===== config.mk =====
export PLATFORM = sky130hd
export DESIGN_NAME = kfa_ram
export DESIGN_NICKNAME = d
export VERILOG_FILES = /design/src/rtl/core/kfa_ram.sv
export SDC_FILE = /design/constraint.sdc
export NUM_CORES = 2
export LEC_CHECK = 0
export ABC_AREA = 1
export ABC_CLOCK_PERIOD_IN_PS = 2610
export BUFFER_PORTS_ARGS = -buffer_cell sky130_fd_sc_hd__buf_2
export CORE_MARGIN = 10
export CORE_UTILIZATION = 35
export DETAILED_ROUTE_END_ITERATION = 8
export PLACE_DENSITY_LB_ADDON = 0.3
export SETUP_SLACK_MARGIN = 0.05
export SLEW_MARGIN = 40
export SYNTH_ARGS = -nofsm -noshare
export SYNTH_HDL_FRONTEND = slang
export SYNTH_SLANG_ARGS = --single-unit

===== constraint.sdc =====
create_clock -name i_clk -period 2.61 [get_ports i_clk]
set_input_delay 0.261 -clock i_clk [delete_from_list [all_inputs] [get_ports i_clk]]
set_output_delay 0.261 -clock i_clk [all_outputs]
set_load 0.01 [all_outputs]

===== src/rtl/core/kfa_ram.sv =====
// ----------------------------------------------------------------------------
// kfa_ram
// Simple dual-port synchronous RAM, one write port, one registered read port.
// ----------------------------------------------------------------------------
module kfa_ram #(
    parameter int unsigned WIDTH = 16,
    parameter int unsigned DEPTH = 256
) (
    input  logic                     i_clk,
    input  logic                     i_we,
    input  logic [$clog2(DEPTH)-1:0] i_waddr,
    input  logic [WIDTH-1:0]         i_wdata,
    input  logic                     i_re,
    input  logic [$clog2(DEPTH)-1:0] i_raddr,
    output logic [WIDTH-1:0]         o_rdata
);

    logic [WIDTH-1:0] r_mem [DEPTH];
    logic [WIDTH-1:0] r_rdata;

    always_ff @(posedge i_clk) begin
        if (i_we) begin
            r_mem[i_waddr] <= i_wdata;
        end
        if (i_re) begin
            r_rdata <= r_mem[i_raddr];
        end
    end

    assign o_rdata = r_rdata;

endmodule


---- After elaboration in Yosys (flattened, before gate mapping) ----
Memories as Yosys holds them, arrays and structs flattened. A register that Yosys moved wholly into a read port is not among the register bits.
Index checks and enable logic that the tools add are counted.
storage, ports and cells
  RAM bits ................................ 4096
  memories ................................ 1
  input port bits ......................... 35
  output and inout port bits .............. 16
  flip-flop bits (word level) ............. 0
  logic and storage cells ................. 3
cells by class
  muxes and demuxes ....................... 2
memory list
  memory  depth  width  rd ports  clocked after Yosys merged registers in  wr ports  line  text
  r_mem   256    16     1         1                                        1         18    logic [WIDTH-1:0] r_mem [DEPTH];
operator list
  cell              count
  1-bit 2-to-1 mux  2

---- Logic depth before layout (Yosys ltp) ----
  word-level depth ........................ 2
  depth in mapped cells ................... 15
  gate-level depth less buffers ........... 11

---- Worst setup path before layout ----
Ideal clock, no wire load.
  kind .................................... input to register
  start point ............................. in i_we
  end point ............................... mem r_mem[162][0] (enable)
  library setup time ...................... 0.388 ns
  stages on the path ...................... 4
  data arrival time ....................... 1.713 ns
  path slack .............................. 0.509 ns
  data required time ...................... 2.222 ns
  path buffers ............................ 2
  cell sequence ........................... clkbuf_1 -> nand3_1 -> clkbuf_1 -> nor2_1
on the way
  longest elaborated chain between the ends .. 2
RTL lines
  item                                    line  text
  start: declaration                      10    input logic i_we,
  1-bit 2-to-1 mux                        22    if (i_we) begin
  1-bit 2-to-1 mux (implied by the code)  23    r_mem[i_waddr] <= i_wdata;
  end: declaration                        18
No other way between the ends.

==> run_results.csv <==
group,metric,value,unit
timing,tightest_slew,0.997,ns
clocking,numCtsBuffers,427,
logic_synthesis,syn_area,166000,um2
worst_setup_path,arrival,3.19,ns
floorplanning,dieArea,502000,um2
logic_synthesis,yosys_warnings,0,
clocking,numClockSinks,4112,
worst_setup_path,r2r_cells,10,
logic_synthesis,synth_top_area_share,74.4,%
detailed_routing,via_per_inst,5.32,
worst_setup_path,r2r_setup_slack,0.14,ns
logic_synthesis,synth-seq-cells,4112,
floorplanning,io-pin-count,51,
placement,place_congestion,0.872,
worst_setup_path,r2r_start,"r_mem[55][7]",
floorplanning,die_h,708,um
clocking,path_clk_slew,0.06,ns
global_routing,grt_max_degree,77,
timing,skew,0.0648,ns
floorplanning,rows,252,
hold_path,hold_path_class,"in -> reg",
worst_setup_path,critPathRequiredTime,3.34,ns
final_layout,final_util,41.4,%
global_routing,antenna_found_initial,49,
timing,setup_viol,0,
worst_setup_path,critPathLaunchType,"register",
final_layout,syn_to_final_growth,17.7,%
logic_synthesis,synthTopCellsByArea,"edfxtp_1, nand3_1, nand2_1",
timing,maxSlewHeadroom,33.5,%
clocking,insertion_delay,1.00,ns
placement,port_buffers,50,
timing,fin_crit_sh,94.5,%
placement,hpwl,324,mm
detailed_routing,drc,0,
detailed_routing,drtIter0Drc,14000,
global_routing,grtUsageTotal,19.9,%
logic_synthesis,synth_nets,13700,
clocking,clockBufferDepth,4,
worst_setup_path,path_cells,"nand2_1 > nand3_1 > nand3_1 > nand3_1 > nand3_1 > nand3_1 > nand3_1 > nand2_1 > nand2_1 > nand2_1",
timing,drv_slew,0,
clocking,cts_max_level,5,
logic_synthesis,yosysTopAreaCell,"edfxtp_1",
global_routing,grt_first_pass_wirelength,747,mm
worst_setup_path,timing.rr.end,"o_rdata[7]",
logic_synthesis,yosysSeqAreaShare,74.4,%
worst_setup_path,worstPathMaxFanout,1,
detailed_routing,dr_total_vias,112000,
floorplanning,initial_core_util,35.2,%
timing,grt_setup_unrepaired,"false",
timing,hold_viol,0,
detailed_routing,postRouteAntennaNets,0,
global_routing,grt_overflow_total,0,
power,power_density,729,nW/um2
logic_synthesis,synth.distinct_cells,14,
worst_setup_path,startpoint,"r_mem[55][7]",
clocking,clockRootBuffer,"clkbuf_16",
outcome,status,"finished, final reports clean",
power,power,142,mW
floorplanning,core,472000,um2
worst_setup_path,crit_end,"o_rdata[7]",
final_layout,nets,14400,
worst_setup_path,cp_common_cell,"nand3_1",
timing,maxClockFrequency,406,MHz
detailed_routing,wl,518,mm
power,p_leak,68.9,nW
detailed_routing,firstDrtPassIters,6,
worst_setup_path,slowest_stage,"edfxtp_1",
worst_setup_path,cp_slowest_stage_delay,0.36,ns
clocking,cts_tree,"yes",
final_layout,drive_gt1_share,12.9,%
job,max-cap-violations,0,
floorplanning,die_w,708,um
detailed_routing,routedWlPerCell,24.7,um
timing,fin_crit,2.47,ns
global_routing,first_global_vias,104000,
worst_setup_path,critPathKind,"reg -> reg",
power,peakVddDrop,0.577,mV
logic_synthesis,syn_area_per_cell,12.2,um2
worst_setup_path,end_kind,"register",
logic_synthesis,synthCells,13600,
## report_power, final
group | switching, mW | internal (mW)
logic | 7.01 | 2.98
registers | 0.133 | 72.8
clock network | 25.9 | 33.4
total | 33.0 | 109
## registers in the layout (all words and copies together), names as in the netlist
register,flops
r_mem,4096
o_rdata,16
## synth_stat cells
master,instances
edfxtp_1,4112
inv_2,2
buf_8,1
inv_1,35
buf_12,1
buf_1,70
buf_6,53
buf_4,163
inv_4,2
buf_2,495
nor2_1,283
nand3_1,4035
nand2_1,4211
clkbuf_1,154
## final cells by class
type	instances	area, um2
Fill cell	43700	276000
Sequential cell	4112	123000
Multi-Input combinational cell	8529	37200
Timing Repair Buffer	1273	13200
Clock buffer	522	11100
Tap cell	6223	7790
Clock inverter	255	2340
Inverter	39	199
Antenna cell	13	32.5
## placed cells by master, fill, tap and decap left out, types with 6 or more instances in the layout
cell	count
buf_8	19
clkinv_4	6
clkinv_1	96
clkbuf_1	92
inv_16	9
nand3_1	4035
nor2_1	252
clkinv_16	6
bufinv_16	32
edfxtp_1	4112
inv_6	9
inv_1	33
clkinv_2	81
diode_2	13
buf_4	928
dlygate4sd3_1	18
clkinvlp_4	16
clkbuf_16	430
buf_2	28
buf_12	279
nor2_2	31
nand2_2	16
nand2_1	4195
## worst max-delay path, delay by kind of cell (launching register included)
kind,cells,cell delay (ns)
simple gates,10,1.84
flops,1,0.36
## kinds of logic (layout without fill, tap and decap cells)
| family | after synthesis | after routing | synth area share, % |
|---|---|---|---|
| AND/OR/NAND/NOR | 8529 | 8529 | 22.3 |
| flip-flops | 4112 | 4112 | 74.4 |
| buffers and inverters | 976 | 2089 | 3.21 |
| other | 0 | 13 | 0 |
## repair_timing
| item | in CTS | in global routing |
|---|---|---|
| setup endpoints to repair | 0 | 0 |
| buffers inserted | 0 | 0 |
| hold buffers | 18 | 0 |
| resized for setup | 0 | 0 |
| endpoints found under the hold margin | 1931 | 0 |
## worst min-delay path by stage
stage                           start        endpoint  slack (ns)  cells after the start
after CTS                  i_waddr[6]   r_mem[17][11]        0.04                      5
final                      i_waddr[4]  r_mem[182][15]        0.09                      6
after global routing       i_waddr[6]   r_mem[17][11]        0.11                      5
after detailed placement  i_wdata[12]  r_mem[241][12]        0.68                      1
after floorplan            i_wdata[0]     r_mem[0][0]        0.36                      0
after global placement    i_wdata[12]  r_mem[243][12]        0.68                      1
## per-stage QoR
step | cells | hold WS, ns | setup TNS [ns] | cell area (um2) | setup slack (ns)
final | 21000 | 0.0941 | 0 | 195000 | 0.144
after global routing | 21000 | 0.109 | 0 | 195000 | 0.145
after CTS | 21000 | 0.0436 | 0 | 195000 | 0.162
after detailed placement | 20200 | 0.682 | -6.11 | 182000 | -0.716
after global placement | 20200 | 0.677 | -6.05 | 182000 | -0.714
after floorplan | 13600 | 0.360 | 0 | 166000 | 0.509
## metal layers
layer | GRT usage [%] | vias up | part of all wire [%]
met5 | 0 | - | 0.043
met4 | 5.89 | 34 | 3.2
met3 | 3.81 | 800 | 9.4
met2 | 30.0 | 5004 | 44
met1 | 29.0 | 55500 | 43
li1 | - | 50200 | -
No activity file was read; power rests on OpenSTA's default activity.
